[src/hw/rtl/assert_macros.svh]
// Assertion macros used by the top level of the sequence insert block.
// No dependencies. With SYNTH defined the macros expand to nothing.
`ifndef ASSERT_MACROS_SVH
`define ASSERT_MACROS_SVH

`ifndef SYNTH

// When the antecedent holds, the consequent must hold in the same cycle.
`define ASSERT_IMPLIES(label, clk, rst_n, ante, cons, msg) \
	label: assert property (@(posedge clk) disable iff (!rst_n) (ante) |-> (cons)) \
		else $error(msg);

// When the antecedent holds, the consequent must hold in the next cycle.
`define ASSERT_NEXT(label, clk, rst_n, ante, cons, msg) \
	label: assert property (@(posedge clk) disable iff (!rst_n) (ante) |=> (cons)) \
		else $error(msg);

`else

`define ASSERT_IMPLIES(label, clk, rst_n, ante, cons, msg)
`define ASSERT_NEXT(label, clk, rst_n, ante, cons, msg)

`endif

`endif

[src/hw/rtl/seqins_pkg.sv]
// Package for the sequence insert block: widths, command and status codes,
// and the command and status structs between controller and datapath. No dependencies.
`timescale 1ns / 1ps
`default_nettype none

package seqins_pkg;

	// Storage size and derived widths.
	localparam int CAPACITY = 512;
	localparam int IDX_W    = $clog2(CAPACITY);
	localparam int CNT_W    = $clog2(CAPACITY + 1);

	// Fixed widths of the item fields.
	localparam int CMD_W  = 2;
	localparam int POS_W  = 9;
	localparam int VAL_W  = 32;
	localparam int ECNT_W = 10;
	localparam int STAT_W = 2;

	// Width that holds both a position and a count for compares.
	localparam int CMP_W = (POS_W > CNT_W) ? POS_W : CNT_W;

	// Command codes.
	localparam logic [CMD_W-1:0] CMD_CLEAR  = 2'd0;
	localparam logic [CMD_W-1:0] CMD_INSERT = 2'd1;
	localparam logic [CMD_W-1:0] CMD_READ   = 2'd2;

	// Status codes.
	localparam logic [STAT_W-1:0] ST_OK    = 2'd0;
	localparam logic [STAT_W-1:0] ST_FULL  = 2'd1;
	localparam logic [STAT_W-1:0] ST_RANGE = 2'd2;

	// Commands from the controller to the datapath.
	typedef struct packed {
		logic              latch;      // capture position and value, start shift pointer
		logic              clear_cnt;  // empty the sequence
		logic              inc_cnt;    // one element more
		logic              wr_append;  // write the input value at the current end
		logic              shift_rd;   // read the element under the shift pointer
		logic              wr_place;   // write the latched value at the latched position
		logic              rd_pos;     // read the element at the input position
		logic              resp;       // load the result registers
		logic [STAT_W-1:0] resp_status;
		logic              resp_rdata; // result carries the read data
	} dp_cmd_t;

	// Status from the datapath to the controller.
	typedef struct packed {
		logic full;    // sequence holds CAPACITY elements
		logic append;  // input position is at or beyond the count
		logic rd_ok;   // input position addresses a stored element
		logic src_at;  // shift pointer has reached the insert position
	} dp_stat_t;

endpackage

`default_nettype wire

[src/hw/rtl/seqins_ctrl.sv]
// Controller state machine of the sequence insert block.
// Depends on seqins_pkg for the command and status structs and codes.
`timescale 1ns / 1ps
`default_nettype none

module seqins_ctrl import seqins_pkg::*; (
	input  wire logic             clk,
	input  wire logic             arst_n,
	input  wire logic             start,
	input  wire logic [CMD_W-1:0] command,
	input  wire dp_stat_t         stat,
	output dp_cmd_t               cmd,
	output logic                  busy
);

	typedef enum logic [4:0] {
		S_IDLE  = 5'b00001,
		S_SHIFT = 5'b00010,
		S_DRAIN = 5'b00100,
		S_PLACE = 5'b01000,
		S_READ  = 5'b10000
	} state_t;

	state_t state_q;
	state_t state_d;
	logic   accept;

	assign busy   = (state_q != S_IDLE);
	assign accept = start && !busy;

	// Next state and datapath commands.
	always_comb begin
		state_d = state_q;
		cmd     = '0;
		cmd.resp_status = ST_OK;
		case (state_q)
			S_IDLE: begin
				if (accept) begin
					case (command)
						CMD_CLEAR: begin
							cmd.clear_cnt = 1'b1;
							cmd.resp      = 1'b1;
						end
						CMD_INSERT: begin
							if (stat.full) begin
								cmd.resp        = 1'b1;
								cmd.resp_status = ST_FULL;
							end else if (stat.append) begin
								cmd.wr_append = 1'b1;
								cmd.inc_cnt   = 1'b1;
								cmd.resp      = 1'b1;
							end else begin
								cmd.latch = 1'b1;
								state_d   = S_SHIFT;
							end
						end
						CMD_READ: begin
							if (stat.rd_ok) begin
								cmd.rd_pos = 1'b1;
								state_d    = S_READ;
							end else begin
								cmd.resp        = 1'b1;
								cmd.resp_status = ST_RANGE;
							end
						end
						default: begin
							cmd.resp = 1'b1;
						end
					endcase
				end
			end
			S_SHIFT: begin
				cmd.shift_rd = 1'b1;
				if (stat.src_at) begin
					state_d = S_DRAIN;
				end
			end
			S_DRAIN: begin
				// The last moved element is written back in this cycle.
				state_d = S_PLACE;
			end
			S_PLACE: begin
				cmd.wr_place = 1'b1;
				cmd.inc_cnt  = 1'b1;
				cmd.resp     = 1'b1;
				state_d      = S_IDLE;
			end
			S_READ: begin
				cmd.resp       = 1'b1;
				cmd.resp_rdata = 1'b1;
				state_d        = S_IDLE;
			end
			default: begin
				state_d = S_IDLE;
			end
		endcase
	end

	// State register.
	always_ff @(posedge clk or negedge arst_n) begin
		if (!arst_n) begin
			state_q <= S_IDLE;
		end else begin
			state_q <= state_d;
		end
	end

endmodule

`default_nettype wire

[config.mk]
export PLATFORM = sky130hd
export DESIGN_NAME = seqins_ctrl
export DESIGN_NICKNAME = d
export VERILOG_FILES = /design/src/hw/rtl/assert_macros.svh /design/src/hw/rtl/seqins_pkg.sv /design/src/hw/rtl/seqins_ctrl.sv
export SDC_FILE = /design/constraint.sdc
export NUM_CORES = 1
export LEC_CHECK = 0
export BUFFER_PORTS_ARGS = -buffer_cell sky130_fd_sc_hd__buf_2
export CORE_AREA = 2 2 39 41
export DETAILED_ROUTE_END_ITERATION = 10
export DIE_AREA = 0 0 41 43
export PLACE_DENSITY = 0.69
export SYNTH_ARGS = -nofsm -noshare
export SYNTH_HDL_FRONTEND = slang
export SYNTH_SLANG_ARGS = --single-unit
[constraint.sdc]
create_clock -name clk -period 3.55 [get_ports clk]
set_input_delay 0.355 -clock clk [delete_from_list [all_inputs] [get_ports clk]]
set_output_delay 0.355 -clock clk [all_outputs]
set_load 0.005 [all_outputs]
# == Yosys cells after proc, flatten, opt, wreduce, memory -nomap -nowiden ==
# Cells that the tools add are included.
# totals
in_bits,9
memories,0
latchBits,0
mem_bits_rw,0
ff_bits,5
romBits,0
out_inout_bits,12
# op_classes
shift,0
bitwise_logic,0
add_sub_neg,0
reduce_logical,5
n_mux,33
eq_ne,14
n_lt_le_gt_ge,0
n_div,0
n_mul,0
# op_table
cell,n
$mux 5,5
$pmux 5 s3,1
$mux 1,14
$mux 2,5
$pmux 5 s2,1
$ne 3x3->1 const B,3
$mux 4,2
$pmux 1 s2,3
$reduce_and 6->1,1
$eq 5x1->1 const B,1
$eq 5x2->1 const B,1
$eq 5x3->1 const B,1
$eq 5x4->1 const B,1
$eq 5x5->1 const B,1
$ne 5x1->1 const B,1
$ne 2x2->1 const B,2
$pmux 2 s2,1
$mux 3,1
$ne 3x1->1 const B,1
$eq 2x1->1 const B,1
$eq 2x2->1 const B,1
$logic_not 2->1,1
$reduce_or 2->1,1
$logic_and 1x1->1,1
$logic_not 1->1,1

# == Depth between registers and ports, before layout ==
# Gate-level depths: netlist of run 1.
# depth
depth_word,5
ltp_mapped,5

# == Worst setup path before layout of run 1 ==
# No wires, ideal clock.
# synth_timing
path_kind,register to output
from,register state_q[0]
to,output port cmd[8] (netlist name)
arrival_ns,1.198
n_path_buf,1
setup_slack_ns,1.997
stages_incl_launch_ff,5
path_cell_list,dfstp_2 > buf_6 > or3_4 > nor3b_2 > o21bai_1
# synth_lines
element,line,text
from (decl),seqins_ctrl.sv:24,state_t state_q;
from (signal assigned),seqins_ctrl.sv:104,state_q <= state_d;
to (decl),seqins_ctrl.sv:12,"output dp_cmd_t cmd,"

==> results.cfg, run 1 <==
[outcome]
outcome = completed

[placed_design]
place_hpwl_um = 827
io_buffers = 20
gp_congestion = 0.638

[worst_setup_path]
reg2reg_to = state_q[1]
crit_chain = nor3_4, nand4_4, nor4b_2, buf_2
cp.arrival_ns = 1.63
crit_path_end_kind = primary output
r2r_start = state_q[4]
critPathSlowestCell = dfrtp_1
path_delay_family = simple AND/OR/NAND/NOR gates
rrSetupSlack_ns = 2.25
slowest_delay_ns = 0.45
reg2regPathDepth = 3
crit_fanout = 8
cp.buffers_inverters = 1
start_kind = register
worstPathRequired_ns = 3.19
criticalPathCategory = reg -> out

[floorplan]
fp.dieW_um = 41
fp.dieH_um = 43
core-area_mm2 = 0.00138
dieArea_mm2 = 0.00176
initial_core_util = 0.352
ios = 21
num_rows = 14

[logic_synthesis]
syn-instance-count = 53
avgSynthCellArea_um2 = 9.18
ys_seq_elements = 5
synth_area_leaders = dfrtp_1 (21%), ha_1 (10%), dfstp_2 (5.4%)
yosys.area.top_type = dfrtp_1
yosys.area.top_type_share = 0.206
synth_nets = 66
yosysSeqAreaShare = 0.260
netlist_area_um2 = 487
synth_cell_types = 28
yosysWarnings = 0

[clock_tree]
cts.repair.resized = 0
cts_num_sinks = 5
cts_max_level = 1
clk_latency_ns = 0.24
clk_path_buf_depth = 2
numCtsBuffers = 3
clk_pin_slew_ns = 0.04
cts_tree = done
cts-root-buf = clkbuf_4

[drt]
num_vias = 457
first_pass_iters = 3
wl_met1_um = 446
postRouteAntennaNets = 0
wl_met2_um = 484
drt_iter0_markers = 2
avgRoutedWirePerCell_um = 10.6
drc = 0
maxUsedRoutingLayer = met3
drt-vias-per-instance = 4.91
wl_met3_um = 57
wirelength_um = 988

[sta]
rsz0062_at_grt = false
fmax_mhz = 504
finalMaxSlewViolations = 0
finalCritPeriodShare = 0.559
period_needed_ns = 1.99
maxSlewHeadroom = 0.816
whs_ns = 0.302
tightest_slew_ns = 0.274
finalSetupViolations = 0
setup_tns_ns = 0
hold_viol = 0
finalClockSkew_ns = 0.0000913

[finish]
fill_cells = 148
num_antenna_cells = 0
largest_reg_flops = 5
area_delta_synth_final_pct = 29.8
most-common-layout-cells = buf_2 (20), inv_1 (6), nor2_1 (6)
final_common_cell = buf_2
top_regs = state_q (5)
drive_above_1_share = 0.403
nets = 91
largest_register = state_q

[hold_path]
whs_path_depth = 2
hp-start = stat[0]
min_to = state_q[1]
min_path_type = in -> reg

[run]
drv_cap = 0

[global_route]
grt_max_degree = 9
grt_overflow = 0
grt_antenna_before_repair = 0
grt_usage = 0.134
grt_pass1_wl_mm = 1.59
grt_pass1_vias = 418

[pwr]
max-vdd-ir-drop_mv = 0.188
powerDensity_mw_per_mm2 = 382
leakagePower_uw = 0.000322
==> routing by layer <==
layer  track usage  vias to the layer above
li1              -                      238
met1         0.158                      205
met3        0.0314                        0
met5             0                        -
met2         0.206                       14
met4        0.0800                        0
==> how the worst max path moves through the flow <==
stage / to / cells past startpoint / from / slack [ns]
floorplan: cmd[8] / 4 / state_q[0] / 2.00
global placement: cmd[3] / 7 / command[1] / 1.80
detailed placement: cmd[3] / 7 / command[1] / 1.76
CTS: cmd[10] / 4 / state_q[4] / 1.56
global route: cmd[10] / 4 / state_q[4] / 1.50
finish: cmd[10] / 4 / state_q[4] / 1.56
==> cells in the mapped netlist <==
master     n
nand3b_1   2
ha_1       4
o21ai_0    3
nor3b_1    1
xor2_1     1
nand2b_1   3
nand3_1    2
dfstp_2    1
nor3_4     1
nor4b_2    1
o22ai_1    1
or3_4      1
xnor2_1    1
o2111ai_1  1
and3_1     2
o211ai_1   1
buf_6      1
nand2_1    2
inv_1      6
o32ai_2    1
nor3_1     2
and2_1     1
o21bai_1   1
nor2_1     6
nand4_4    1
a41o_2     1
dfrtp_1    4
nor3b_2    1
==> area by class of cell <==
type                            count  area (um2)  area share
Multi-Input combinational cell     41         327       0.517
Sequential cell                     5         126       0.200
Timing Repair Buffer               21         110       0.174
Clock buffer                        4        26.3      0.0416
Inverter                            6        22.5      0.0356
Tap cell                           16        20.0      0.0317
==> what timing repair did <==
item,CTS,global route
setup buffers,0,0
endpoints found under the hold margin,4,0
hold buffers,1,0
setup endpoints to repair,0,0
==> kinds of logic (layout without fill, tap and decap cells) <==
logic type | count (synthesis) | after routing | share of synthesized area
AO/OA/AOI/OAI | 9 | 9 | 0.149
XOR/XNOR | 2 | 2 | 0.0360
adder cells (fa/ha/maj) | 4 | 4 | 0.103
buffers and inverters | 7 | 31 | 0.0694
flip-flops | 5 | 5 | 0.260
AND/OR/NAND/NOR | 26 | 26 | 0.383
==> through the flow <==
| stage | worst slack [ns] | util | total power (uW) | cells | area [um2] |
|---|---|---|---|---|---|
| after global placement | 1.80 | 0.430 | 175 | 88 | 596 |
| after global routing | 1.50 | 0.457 | 259 | 93 | 632 |
| after floorplan | 2.00 | - | 156 | 53 | 487 |
| after CTS | 1.56 | 0.457 | 245 | 93 | 632 |
| after detailed placement | 1.76 | 0.430 | 178 | 88 | 596 |
| final | 1.56 | 0.457 | 241 | 93 | 632 |
==> power by group <==
part | leakage, uW | total (uW) | internal (uW) | switching, uW
clock | 0.0000150 | 64.6 | 42.4 | 22.2
combinational | 0.000241 | 92.4 | 47.5 | 44.9
sequential | 0.0000661 | 84.2 | 68.1 | 16.0
No activity file was read; power rests on OpenSTA's default activity.
==> run 2: changes to the inputs <==
--- a/config.mk
+++ b/config.mk
@@ -9,7 +9,7 @@
 export CORE_AREA = 2 2 39 41
 export DETAILED_ROUTE_END_ITERATION = 10
 export DIE_AREA = 0 0 41 43
-export PLACE_DENSITY = 0.69
+export PLACE_DENSITY = 0.72
 export SYNTH_ARGS = -nofsm -noshare
 export SYNTH_HDL_FRONTEND = slang
 export SYNTH_SLANG_ARGS = --single-unit
==> constraint.sdc (replaced) <==
create_clock -name clk -period 1.65 [get_ports clk]
set_input_delay 0.165 -clock clk [delete_from_list [all_inputs] [get_ports clk]]
set_output_delay 0.165 -clock clk [all_outputs]
set_load 0.005 [all_outputs]
==> run 2 against run 1 <==
Non-clock buffer count increased by 9. Cell area increased by 14%. Hold slack got worse by 0.18 ns. Global-route usage decreased by 0.63 points. Critical path depth unchanged. Cell count increased by 9.7%. Core utilization increased by 6.3 points. Wire length increased by 9.7%. Die area unchanged. Register-to-register slack got worse by 1.9 ns. Total power increased to 2.6 times the previous value. Largest power group unchanged.
==> results.cfg, run 2 (same netlist as run 1, synthesis figures left out) <==
[clock_tree]
numCtsBuffers = 3
cts_num_sinks = 5
cts_tree = done
cts-root-buf = clkbuf_4
clk_pin_slew_ns = 0.04
cts_max_level = 1
clk_latency_ns = 0.24
clk_path_buf_depth = 2

[sta]
fmax_mhz = 612
finalMaxSlewViolations = 0
tightest_slew_ns = 0.327
period_needed_ns = 1.63
hold_viol = 0
layout_setup_ws_ns = 0.0172
maxSlewHeadroom = 0.780
rsz0062_at_grt = true
finalClockSkew_ns = 0.00205
finalCritPeriodShare = 0.990
whs_ns = 0.121
finalSetupViolations = 0

[placed_design]
gp_congestion = 0.715
place_hpwl_um = 812
dpl_worst_slack_ns = 0.145
place_inst = 89
io_buffers = 20

[drt]
avgRoutedWirePerCell_um = 10.6
postRouteAntennaNets = 0
wirelength_mm = 1.08
drt_iter0_markers = 6
first_pass_iters = 3
num_vias = 488
drc = 0
drt-vias-per-instance = 4.78

[hold_path]
min_path_type = in -> reg

[finish]
nets = 100
top_regs = state_q (5)
most-common-layout-cells = buf_2 (20), buf_4 (8), inv_1 (6), nor2_1 (6), ha_1 (4)
stdcell_count = 102
largest_reg_flops = 5
largest_register = state_q
final_common_cell = buf_2
drive_above_1_share = 0.500
num_antenna_cells = 0
area_delta_synth_final_pct = 47.8

[floorplan]
initial_core_util = 0.352
fp.dieW_um = 41
dieArea_mm2 = 0.00176
core-area_mm2 = 0.00138
fp.dieH_um = 43
ios = 21
num_rows = 14

[worst_setup_path]
crit_fanout = 5
worstPathRequired_ns = 1.48
cp.arrival_ns = 1.47
criticalPathCategory = reg -> out
start_kind = register
crit_path_end_kind = primary output

[pwr]
p_switching_uw = 203
p_clk_frac = 0.223
finalPower_uw = 621
seqPwrFrac = 0.275
comb_power_share = 0.502
max-vdd-ir-drop_mv = 0.422
powerDensity_mw_per_mm2 = 863
internal_power_uw = 418
swShare = 0.327
leakagePower_uw = 0.000369

[global_route]
grt_overflow = 0
grt_antenna_before_repair = 0
grt_usage = 0.127
grt_pass1_vias = 433
grt_pass1_wl_mm = 1.56
grt_max_degree = 9

[outcome]
outcome = completed

[run]
drv_cap = 0
==> run 2: changes by cell type in the layout (fill, tap and decap cells not counted), sizes merged <==
cell and delta:
buf +9
==> run 2: worst paths after layout <==
kind	from	endpoint	slack, ns	cells after the start
setup / recovery	state_q[0]	cmd[8]	0.02	4
hold / removal	stat[0]	state_q[1]	0.12	2
setup reg to reg	state_q[0]	state_q[0]	0.39	4
hold reg to reg	state_q[2]	state_q[3]	0.59	1
max in group asynchronous	arst_n	state_q[0]	1.17	2
min in group asynchronous	arst_n	state_q[3]	0.27	2
==> run 2: what timing repair did <==
item / in CTS / in global routing
pin swaps: 4 / 4
hold buffers: 1 / 0
gates cloned: 0 / 0
setup endpoints to repair: 4 / 6
hold endpoints to repair: 5 / 0
setup buffers: 4 / 4
resized for setup: 2 / 1
==> run 2: power by group through the flow <==
stage          combinational (uW)  sequential, uW  clock (uW)
6_report                      311             171         139
5_1_grt                       340             174         156
4_1_cts                       220             178         144
3_5_place_dp                  203             180           0
3_3_place_gp                  200             182           0
2_1_floorplan                 181             156           0
==> run 2: layout make-up <==
cell class	count	area [um2]
fillers	139	664
multi-input cells	41	332
inverters	6	22.5
well taps	16	20.0
flip-flops and latches	5	129
clock buffers	4	26.3
repair buffers	30	190
==> run 2: layer usage <==
layer  up-vias  share of wire  track usage
li1        252              -            -
met1       226           0.48        0.141
met2        10           0.49        0.222
met3         0          0.029       0.0314
met4         0              0       0.0400
met5         -              0            0
==> run 2: stage by stage <==
stage	cell area (um2)	TNS (ns)	utilization
after global placement	603	0	0.436
final	719	0	0.520
after detailed placement	603	0	0.436
after CTS	672	-0.0608	0.486
after floorplan	487	0	-
after global routing	719	-0.281	0.520
==> run 2: critical path, stage by stage, from the launching register on <==
cell and delay, ns:
dfstp_2 0.39, or3_4 0.39, nor3b_2 0.20, o21bai_1 0.12, buf_2 0.12
